$ cat config.mk
export PLATFORM = sky130hd
export DESIGN_NAME = ddm_div
export DESIGN_NICKNAME = d
export VERILOG_FILES = /design/src/design/ddm_div.sv
export SDC_FILE = /design/constraint.sdc
export NUM_CORES = 1
export LEC_CHECK = 0
export ABC_AREA = 1
export BUFFER_PORTS_ARGS = -buffer_cell sky130_fd_sc_hd__buf_2
export CAP_MARGIN = 10
export CORE_MARGIN = 4
export CORE_UTILIZATION = 50
export DETAILED_ROUTE_END_ITERATION = 6
export PLACE_DENSITY = 0.67
export SKIP_LAST_GASP = 1
export SYNTH_ARGS = -nofsm -noshare
export SYNTH_HDL_FRONTEND = slang
export SYNTH_SLANG_ARGS = --single-unit
export TNS_END_PERCENT = 50
$ cat constraint.sdc
create_clock -name clk -period 4.4 [get_ports clk]
set_input_delay 0.22 -clock clk [delete_from_list [all_inputs] [get_ports clk]]
set_output_delay 0.22 -clock clk [all_outputs]
set_load 0.01 [all_outputs]
$ cat src/design/ddm_div.sv
`timescale 1ns / 1ps
// ----------------------------------------------------------------------------
// ddm_div: pipelined restoring divider
// One quotient bit per stage. The starting remainder must be below the
// divisor; a sideband word travels along with each item.
// ----------------------------------------------------------------------------
module ddm_div #(
  parameter int NW = 8,
  parameter int DW = 8,
  parameter int SW = 1
) (
  input  logic          clk,
  input  logic          rst,
  input  logic          in_valid,
  input  logic [DW-1:0] in_rem,
  input  logic [NW-1:0] in_low,
  input  logic [DW-1:0] in_div,
  input  logic [SW-1:0] in_side,
  output logic          out_valid,
  output logic [NW-1:0] out_quo,
  output logic [SW-1:0] out_side
);

  logic          vld_q  [NW];
  logic [DW-1:0] rem_q  [NW];
  logic [NW-1:0] low_q  [NW];
  logic [NW-1:0] quo_q  [NW];
  logic [DW-1:0] div_q  [NW];
  logic [SW-1:0] side_q [NW];

  for (genvar k = 0; k < NW; k++) begin : g_stage
    logic          v_in;
    logic [DW-1:0] r_in, d_in;
    logic [NW-1:0] l_in, q_in;
    logic [SW-1:0] s_in;
    logic [DW:0]   trial, diff;
    logic          ge;

    if (k == 0) begin : g_head
      assign v_in = in_valid;
      assign r_in = in_rem;
      assign l_in = in_low;
      assign q_in = '0;
      assign d_in = in_div;
      assign s_in = in_side;
    end else begin : g_link
      assign v_in = vld_q[k-1];
      assign r_in = rem_q[k-1];
      assign l_in = low_q[k-1];
      assign q_in = quo_q[k-1];
      assign d_in = div_q[k-1];
      assign s_in = side_q[k-1];
    end

    assign trial = {r_in, l_in[NW-1]};
    assign diff  = trial - {1'b0, d_in};
    assign ge    = (trial >= {1'b0, d_in});

    always_ff @(posedge clk) begin
      if (rst) begin
        vld_q[k] <= 1'b0;
      end else begin
        vld_q[k] <= v_in;
      end
      rem_q[k]  <= ge ? diff[DW-1:0] : trial[DW-1:0];
      low_q[k]  <= {l_in[NW-2:0], 1'b0};
      quo_q[k]  <= {q_in[NW-2:0], ge};
      div_q[k]  <= d_in;
      side_q[k] <= s_in;
    end
  end

  assign out_valid = vld_q[NW-1];
  assign out_quo   = quo_q[NW-1];
  assign out_side  = side_q[NW-1];

endmodule

Word-level counts from Yosys, hierarchy flattened
Memories as Yosys holds them, arrays and structs flattened.
Index checks and enable logic that the tools add are counted.
{ "totals": {"mem_count": 6, "romBits": 0, "mem_bits_rw": 264, "word_cells": 49, "latch_bits": 0, "reg_bits": 0} }
{ "mem_list": {"columns": ["name", "words", "word_bits", "read_ports", "rd_ports_with_merged_regs", "write_ports", "line", "source"], "rows": [
  ["div_q", 8, 8, 7, 0, 8, "28", "logic [DW-1:0] div_q [NW];"],
  ["quo_q", 8, 8, 8, 0, 8, "27", "logic [NW-1:0] quo_q [NW];"],
  ["rem_q", 8, 8, 7, 0, 8, "25", "logic [DW-1:0] rem_q [NW];"],
  ["low_q", 8, 7, 7, 0, 8, "26", "logic [NW-1:0] low_q [NW];"],
  ["side_q", 8, 1, 8, 0, 8, "29", "logic [SW-1:0] side_q [NW];"],
  ["vld_q", 8, 1, 8, 0, 8, "24", "logic vld_q [NW];"]
]} }
{ "op_classes": {"n_lt_le_gt_ge": 8, "mux": 19, "div_mod_pow": 0, "bitwise_logic": 8, "add_sub_neg": 8, "reduce_logical": 0, "n_shift": 0, "eq_ne": 0, "n_mul": 0} }
{ "op_table": {"columns": ["op", "n"], "rows": [
  ["9-bit by 8-bit greater-or-equal comparator with 1-bit output", 8],
  ["8-bit 2-to-1 mux", 8],
  ["8-bit subtractor", 8],
  ["1-bit 2-to-1 mux", 11],
  ["1-bit bitwise OR", 8]
]} }

Longest topological paths before layout
Gate-level depths: netlist of the first run.
{ "logic_depth": {"depth_word": 3, "depth_mapped": 11, "mapped_depth_nobuf": 11} }

Least setup slack after synthesis of the first run
No wires, ideal clock.
{ "synth_timing": {"path_type": "flip-flop to flip-flop", "startpoint": "memory div_q[4][3], in the netlist div_q[2][3]", "endpoint": "memory rem_q[5][7]", "path_stages_with_launch": 11, "period_less_slack_ps": 1485, "arrival_time_ps": 1374, "setup_time_ps": 111, "n_path_buf": 0, "t_required_ps": 4289, "slack_ps": 2915, "path_cell_list": "dfxtp_1 -> inv_1 -> ha_1 -> nand2_2 -> clkinv_2 -> a21oi_2 -> nand2_2 -> nand2_4 -> nand2_8 -> nand2_2 -> nand2_2"} }
{ "synth_lines": {"columns": ["element", "line"], "rows": [
  ["start: declaration", "28"],
  ["end: declaration", "25"]
]} }

==> flow_metrics.tcl, run 1 <==
set metrics [dict create \
    status "finished, final reports clean" \
    hold_ws_ns 0.0498 \
    drive_gt1_share_pct 13.1 \
    crit_chain "dlygate4sd3_1, buf_2, inv_1, ha_1, nand2_2, clkinv_2, a21oi_2, nand2_2, nand2_4, nand2_8, nand2_1, nand2_1" \
    switchingPower_mw 2.48 \
    wl_mm 15.3 \
    cts_buffers 17 \
    drc 0 \
    rsz0062_at_grt "no" \
    seq_area_sq_mm 0.00384 \
    via_per_inst 4.61 \
    syn_nets 1111 \
    grt_pass1_vias 5752 \
    crit_slowest_cell "dlygate4sd3_1" \
    instances_no_fill 1310 \
    yosys-top-cells-area "dfxtp_1 46%, nand2_1 13%, ha_1 9.6%" \
    fin_skew_ns 0.00621 \
    dp_hpwl_mm 12.1 \
    cts_buffer_depth 2 \
    multi_input_area_sq_mm 0.00375 \
    pwr-share-comb_pct 39.8 \
    crit_fanout 9 \
    fillers 1484 \
    ir_drop_mv 0.351 \
    crit_required_ns 4.71 \
    synthTopCellsByCount "299 x nand2_1, 192 x dfxtp_1, 171 x inv_1" \
    swShare_pct 38.9 \
    synth_edf_count 0 \
    worst_path_largest_cell_delay_ns 0.53 \
    r2r_slack_ns 2.68 \
    grt_max_degree 19 \
    p_total_mw 6.38 \
    cp-start-kind "primary input" \
    clkTransAtPathRegs_ns 0.07 \
    synth_flop_cell "dfxtp_1" \
    antenna_found_initial 0 \
    fin_crit_sh_pct 40.2 \
    cts_tree "built" \
    p_leak_nw 5.05 \
    drt_iter0_markers 326 \
    synth_async_sr_flop_share_pct 0 \
    grt_first_pass_wirelength_mm 26.5 \
    drv_cap 0 \
    dieArea_sq_mm 0.0189 \
    min_period_ns 1.77 \
    vias 6033 \
    syn_inst 1012 \
    numPortBuffers 37 \
    r2r_end "rem_q[2][7]$_DFF_P_" \
    holdBufCountCts 17 \
    pwr-share-clk_pct 22.6 \
    first_pass_iters 5 \
    die_w_um 137 \
    yosysMostFrequentCell "nand2_1" \
    synth_top_area_share_pct 46.0 \
    fmax_ghz 0.565 \
    criticalPathCategory "in2reg" \
    netlist_area_sq_mm 0.00836 \
    grt_usage_pct 17.6 \
    placedCellCount 1261 \
    r2r_cells 10 \
    syn2layout_area_growth_pct 13.3 \
    ant_nets 0 \
    critical_path_buf_inv_count 4 \
    yosysUniqueCellTypes 27 \
    postCtsResizedCells 0 \
    seq_power_share_pct 37.6 \
    slew_violations 0 \
    power.internal_mw 3.90 \
    critPathArrivalTime_ns 2.08 \
    cts_setup_buffers 0 \
    hold_path.startpoint "in_rem[2]" \
    clk_latency_ns 0.42 \
    gr-total-overflow 0 \
    tns_ns 0 \
    ys_ff_latch 192 \
    yosys_warnings 0 \
    reg2reg_from "div_q[0][14]$_DFF_P_" \
    powerDensity_mw_per_mm2 673 \
    root_buffer "clkbuf_16" \
    die_y_um 137 \
    critical-path-top-delay-family "buffers and inverters" \
    cts.sinks 192 \
    start_util_pct 50.8 \
    slew_headroom_pct 78.1 \
    rows 47 \
    hold_depth 3 \
    setup_violations 0 \
    finalHoldViolCount 0 \
    worstMarginPinSlew_ns 0.328 \
    htreeDepth 4 \
    critPathCaptureType "flop" \
    pin_count 38 \
    seq_area_frac_synth_pct 46.0 \
    diodes 0 \
    holdPathEnd "rem_q[0][3]$_DFF_P_" \
    hold_path.class "in2reg" \
    gp_congestion 0.885 \
    post_drt_wl_per_cell_um 11.7 \
    syn_avg_cell_area_sq_um 8.26 \
    synth_top_area_cell "dfxtp_1" \
    nets 1176 \
    core_sq_mm 0.0165 \
]
cells by family after synthesis:
kind of cell / after synthesis / share of synthesized area [%]
simple gates: 506 / 28.8
fa+ha+maj: 71 / 11.3
buf+inv: 188 / 9.10
flops: 192 / 46.0
compound gates: 34 / 2.62
xor+xnor: 21 / 2.20
registers in the layout, summed over array words and instances (netlist names):
name / flops
div_q: 56
rem_q: 56
quo_q: 36
low_q: 28
side_q: 8
vld_q: 8
through the flow:
stage / util [%] / cell area (sq um) / setup WS (ns)
after floorplan: - / 8360 / 2.91
after global placement: 53.1 / 8740 / 2.68
after detailed placement: 53.1 / 8740 / 2.69
after CTS: 57.5 / 9470 / 2.65
after global routing: 57.5 / 9470 / 2.52
final: 57.5 / 9470 / 2.63
power by group through the flow:
stage / clock [mW] / combinational [mW] / sequential, mW
2_1_floorplan: 0 / 2.08 / 2.36
3_3_place_gp: 0 / 2.48 / 2.44
3_5_place_dp: 0 / 2.51 / 2.44
4_1_cts: 1.48 / 2.54 / 2.40
5_1_grt: 1.55 / 2.92 / 2.44
6_report: 1.44 / 2.54 / 2.40
cell type report:
type / instances / share of cell area, %
clock inverters: 14 / 1.32
multi-input cells: 632 / 39.6
inverters: 180 / 7.16
repair buffers: 54 / 3.75
clock buffers: 18 / 4.64
well taps: 220 / 2.91
flip-flops and latches: 192 / 40.6
placed cells by master, fill, tap and decap left out, types with 4 or more instances in the layout:
cell,netlist,final
nand2_1,299,299
dfxtp_1,192,192
inv_1,171,171
nand3_1,101,101
ha_1,64,64
buf_2,0,37
nor2_1,35,35
a21oi_1,24,24
clkbuf_16,0,17
dlygate4sd3_1,0,17
xor2_1,14,14
nand2_2,12,12
nand2_4,11,11
nand4_1,9,9
nor3_2,8,8
nor2_2,8,8
inv_2,7,7
a21oi_2,7,7
nand4_2,7,7
xnor2_1,7,7
nor2_4,7,7
fa_1,7,7
nand3b_1,4,4
inv_8,0,4
worst register-to-register path: cells and delay by family, from the launching register on:
family	cells	cell delay (ns)
adders and majority gates	1	0.33
buffers and inverters	1	0.07
DFF	1	0.41
and+or+nand+nor	8	0.82
metal layers:
layer / global-route usage, % / wire (um) / vias up
li1: - / - / 3272
met1: 23.8 / 7450 / 2638
met2: 28.7 / 7110 / 103
met3: 3.36 / 550 / 20
met4: 5.60 / 218 / 0
met5: 0 / 0 / -
worst max path at each step:
stage | slack (ns) | cells past startpoint | end | start
floorplan | 2.91 | 10 | rem_q[5][7]$_DFF_P_ | div_q[2][3]$_DFF_P_
global placement | 2.68 | 10 | rem_q[2][2]$_DFF_P_ | div_q[0][14]$_DFF_P_
detailed placement | 2.69 | 10 | rem_q[2][7]$_DFF_P_ | div_q[0][14]$_DFF_P_
CTS | 2.65 | 12 | rem_q[0][1]$_DFF_P_ | in_div[6]
global route | 2.52 | 12 | rem_q[0][1]$_DFF_P_ | in_div[4]
finish | 2.63 | 12 | rem_q[0][1]$_DFF_P_ | in_div[3]
Note: power is estimated with default switching activity, not from simulation.
==> run 2: changes to the inputs <==
==> constraint.sdc (replaced) <==
create_clock -name clk -period 1.65 [get_ports clk]
set_input_delay 0.0825 -clock clk [delete_from_list [all_inputs] [get_ports clk]]
set_output_delay 0.0825 -clock clk [all_outputs]
set_load 0.01 [all_outputs]
==> flow_metrics.tcl, run 2 (synthesized netlist as in run 1, its figures left out) <==
set metrics [dict create \
    cts_buffer_depth 2 \
    fin_skew_ns 0.0121 \
    fin_crit_sh_pct 97.3 \
    via_per_inst 4.69 \
    gp_congestion 0.941 \
    gr-total-overflow 0 \
    numPortBuffers 37 \
    syn2layout_area_growth_pct 26.7 \
    diodes 0 \
    p_total_mw 18.9 \
    seq_power_share_pct 34.6 \
    top_regs "div_q: 56 flops, rem_q: 56 flops, quo_q: 36 flops" \
    status "finished, final reports clean" \
    powerDensity_mw_per_mm2 1780 \
    die_y_um 137 \
    grt_first_pass_wirelength_mm 27.8 \
    core_sq_mm 0.0165 \
    cp-start-kind "flop" \
    rows 47 \
    fmax_ghz 0.623 \
    pwr-share-clk_pct 20.9 \
    grt_pass1_vias 6147 \
    start_util_pct 50.8 \
    slew_violations 0 \
    swShare_pct 38.5 \
    critPathCaptureType "flop" \
    dieArea_sq_mm 0.0189 \
    cts_tree "built" \
    finalHoldViolCount 0 \
    pwr-share-comb_pct 44.5 \
    slew_headroom_pct 69.9 \
    crit_required_ns 1.97 \
    post_drt_wl_per_cell_um 12.6 \
    antenna_found_initial 0 \
    mostFrequentLayoutCells "292 x nand2_1, 171 x dfxtp_1, 169 x inv_1, 99 x nand3_1, 52 x buf_4" \
    drt_iter0_markers 307 \
    hold_ws_ns 0.0966 \
    dp_hpwl_mm 12.8 \
    ir_drop_mv 0.906 \
    die_w_um 137 \
    multi_input_area_sq_mm 0.00422 \
    rsz0062_at_grt "yes" \
    final_core_util_pct 64.3 \
    fillers 1402 \
    pin_count 38 \
    wl_mm 17.4 \
    htreeDepth 4 \
    clk_latency_ns 0.43 \
    worstMarginPinSlew_ns 0.449 \
    root_buffer "clkbuf_16" \
    p_leak_nw 5.41 \
    switchingPower_mw 7.28 \
    grt_max_degree 20 \
    tns_ns 0 \
    vias 6469 \
    worst_slack_ns 0.0440 \
    clkTransAtPathRegs_ns 0.07 \
    ant_nets 0 \
    setup_violations 0 \
    nets 1246 \
    drive_gt1_share_pct 23.7 \
    place_ws_ns -0.109 \
    cts_buffers 17 \
    criticalPathCategory "reg2reg" \
    cts.sinks 192 \
    hold_path.class "in2reg" \
    min_period_ns 1.61 \
    first_pass_iters 5 \
    final_common_cell "nand2_1" \
    grt_usage_pct 18.7 \
    critPathArrivalTime_ns 1.93 \
    crit_fanout 9 \
    seq_area_sq_mm 0.00387 \
    power.internal_mw 11.6 \
    drc 0 \
    drv_cap 0 \
]
## run 2: cell count changes in the layout (fill, tap and decap cells not counted), sizes merged
cell         before  now
dlygate4sd3      17   27
nand2           325  327
buf              37   95
inv             185  187
clkinvlp          3    0
clkbuf           18   19
## run 2: cell type report
class	count	area share, %
inverter	180	6.40
multi-input combinational	634	39.8
clock inverter	13	1.31
tap	220	2.60
clock buffer	19	4.18
timing repair buffer	122	9.12
sequential	192	36.5
## run 2: timing repair
| item | CTS | global route |
|---|---|---|
| endpoints found under the hold margin | 32 | 0 |
| setup endpoints to repair | 12 | 59 |
| hold buffers | 27 | 0 |
| gates resized for setup | 3 | 84 |
| setup buffers | 3 | 17 |
| pin swaps | 0 | 16 |
| gates cloned | 0 | 2 |
## run 2: worst max-delay path, stage by stage (launching register included)
cell and delay [ns]:
dfxtp_1 0.35, inv_1 0.05, ha_1 0.32, nand2_2 0.11, inv_2 0.05, a21oi_2 0.17
nand2_2 0.10, nand2_4 0.11, nand2_4 0.10, nand2_1 0.09, nand2_1 0.06
## run 2: final timing paths
path | from | endpoint | slack (ns) | depth (start not counted)
hold / removal | in_rem[7] | quo_q[0][0]$_DFF_P_ | 0.1 | 4
hold reg to reg | quo_q[1][18]$_DFF_P_ | quo_q[1][27]$_DFF_P_ | 0.32 | 0
setup reg to reg | div_q[2][11]$_DFF_P_ | rem_q[6][7]$_DFF_P_ | 0.04 | 10
setup / recovery | div_q[2][11]$_DFF_P_ | rem_q[6][7]$_DFF_P_ | 0.04 | 10
## run 2: stage by stage
stage	instance area, sq um	instances
global route	10600	1380
finish	10600	1380
global placement	9050	1299
CTS	9940	1361
floorplan	8360	1012
detailed placement	9050	1299
## run 2: power by group through the flow
stage | combinational (mW) | clock (mW) | sequential (mW)
after floorplan | 5.54 | 0 | 6.30
final | 8.40 | 3.95 | 6.54
after global routing | 9.48 | 4.25 | 6.66
after detailed placement | 7.24 | 0 | 6.51
after global placement | 7.14 | 0 | 6.50
after CTS | 7.38 | 4.06 | 6.41
## run 2: layer usage
layer  track usage, %  part of all wire (%)  up-vias
met5                0                     0        -
met4             7.59                   2.2        0
met3             3.62                   3.2       26
met2             30.7                    49      112
met1             24.1                    46     2917
li1                 -                     -     3414
==> run 3: changes to the inputs <==
==> constraint.sdc (replaced) <==
create_clock -name clk -period 1.9 [get_ports clk]
set_input_delay 0.095 -clock clk [delete_from_list [all_inputs] [get_ports clk]]
set_output_delay 0.095 -clock clk [all_outputs]
set_load 0.01 [all_outputs]
==> flow_metrics.tcl, run 3 (synthesized netlist as in run 1, its figures left out) <==
set metrics [dict create \
    status "finished, final reports clean" \
    gp_congestion 0.914 \
    fin_crit_sh_pct 89.7 \
    powerDensity_mw_per_mm2 1570 \
    slew_violations 0 \
    core_sq_mm 0.0165 \
    antenna_found_initial 0 \
    cts.sinks 192 \
    critPathArrivalTime_ns 2.02 \
    start_util_pct 50.8 \
    crit_fanout 9 \
    wl_mm 15.8 \
    crit_top_cell "nand2_1" \
    grt_usage_pct 17.9 \
    critical-path-top-delay-family "simple AND/OR/NAND/NOR gates" \
    drc 0 \
    switchingPower_mw 5.69 \
    r2r_slack_ns 0.20 \
    via_per_inst 4.68 \
    crit_slowest_cell "ha_1" \
    pwr-share-clk_pct 24.0 \
    met1Wirelength_mm 7.39 \
    pwr-share-comb_pct 39.2 \
    crit_required_ns 2.22 \
    die_y_um 137 \
    ant_nets 0 \
    seq_power_share_pct 36.8 \
    drv_cap 0 \
    wl_met2_mm 7.34 \
    dr_wl_met3_um 634 \
    post_drt_wl_per_cell_um 11.9 \
    htreeDepth 4 \
    drive_gt1_share_pct 12.9 \
    crit_chain "inv_1, ha_1, nand2_1, nor2_1, nand2_1, nor2_2, nor2_4, nand2_8, nand2_1, nand2_1" \
    mostFrequentLayoutCells "299 x nand2_1, 192 x dfxtp_1, 171 x inv_1, 101 x nand3_1, 64 x ha_1" \
    cts_tree "built" \
    tns_ns 0 \
    rsz0062_at_grt "no" \
    swShare_pct 37.7 \
    finalHoldViolCount 0 \
    place_area_sq_mm 0.00874 \
    seq_area_sq_mm 0.00384 \
    clk_latency_ns 0.42 \
    critical_path_buf_inv_count 1 \
    power.internal_mw 9.39 \
    fin_skew_ns 0.00573 \
    numPortBuffers 37 \
    clkTransAtPathRegs_ns 0.07 \
    gr-total-overflow 0 \
    vias 6181 \
    postCtsResizedCells 0 \
    rows 47 \
    grt_pass1_vias 5794 \
    grt_max_degree 18 \
    pin_count 38 \
    grt_first_pass_wirelength_mm 26.8 \
    top_layer_used "met4" \
    worst_path_largest_cell_delay_ns 0.39 \
    multi_input_area_sq_mm 0.00375 \
    cts_buffer_depth 2 \
    setup_violations 0 \
    fillers 1461 \
    cp-start-kind "flop" \
    die_w_um 137 \
    ir_drop_mv 0.767 \
    hold_path.class "in2reg" \
    drt_iter0_markers 495 \
    diodes 0 \
    slew_headroom_pct 77.1 \
    min_period_ns 1.70 \
    fmax_ghz 0.587 \
    root_buffer "clkbuf_16" \
    dieArea_sq_mm 0.0189 \
    first_pass_iters 7 \
    nets 1187 \
    dp_hpwl_mm 12.3 \
    criticalPathCategory "reg2reg" \
    final_common_cell "nand2_1" \
    critPathCaptureType "flop" \
    syn2layout_area_growth_pct 15.1 \
    cts_buffers 17 \
    top_regs "div_q: 56 flops, rem_q: 56 flops, quo_q: 36 flops" \
    stdcell_area_sq_mm 0.00962 \
    p_leak_nw 5.12 \
    worstMarginPinSlew_ns 0.343 \
]
-- run 3: cell count changes in the layout (fill, tap and decap cells not counted), moves of 6 or more --
| cell | change |
|---|---|
| buf_12 | -6 |
| buf_4 | -51 |
| dfxtp_1 | +21 |
| dfxtp_2 | -21 |
| fa_1 | +6 |
| fa_2 | -6 |
| ha_1 | +32 |
| ha_2 | -6 |
| ha_4 | -26 |
| nand2_1 | +7 |
| nand2_2 | -8 |
-- run 3: timing repair --
item | in CTS | in global routing
hold endpoints to repair | 32 | 0
setup buffers | 0 | 0
hold buffers | 27 | 0
-- run 3: power groups by stage --
stage                     sequential (mW)  clock [mW]  combinational [mW]
after CTS                            5.57        3.73                5.90
after global routing                 5.65        3.88                6.75
final                                5.55        3.63                5.90
after global placement               5.65           0                5.74
after floorplan                      5.47           0                4.81
after detailed placement             5.65           0                5.80
-- run 3: metrics by stage --
stage               setup slack (ns)  instances  power, mW  util [%]  hold WS, ns
floorplan                      0.415       1012       10.3         -        0.123
global placement               0.181       1262       11.4      53.1        0.198
detailed placement             0.206       1262       11.4      53.1        0.199
CTS                            0.194       1320       15.2      58.4        0.151
global route                  0.0613       1320       16.3      58.4        0.174
finish                         0.197       1320       15.1      58.4        0.165
-- run 3: layer usage --
layer	vias to the layer above	GRT usage (%)
met1	2726	23.5
li1	3289	-
met5	-	0
met2	142	29.3
met4	0	7.54
met3	24	3.14
-- run 3: tightest hold or removal path, delay by kind of cell --
| kind | cells | cell delay (ns) |
|---|---|---|
| buf+inv | 1 | 0.11 |
| simple gates | 3 | 0.31 |
-- run 3: worst paths after layout --
| path | start | endpoint | cells past startpoint |
|---|---|---|---|
| setup reg to reg | div_q[2][2]$_DFF_P_ | rem_q[5][5]$_DFF_P_ | 10 |
| setup / recovery | div_q[2][2]$_DFF_P_ | rem_q[5][5]$_DFF_P_ | 10 |
| hold reg to reg | low_q[3][5]$_DFF_P_ | low_q[4][6]$_DFF_P_ | 0 |
| hold / removal | in_rem[7] | quo_q[0][0]$_DFF_P_ | 4 |
-- run 3: final cells by class --
class / instances / area share (%)
Inverter: 180 / 7.05
Sequential cell: 192 / 39.9
Tap cell: 220 / 2.86
Multi-Input combinational cell: 632 / 39.0
Clock inverter: 13 / 1.85
Timing Repair Buffer: 65 / 4.81
Clock buffer: 18 / 4.46
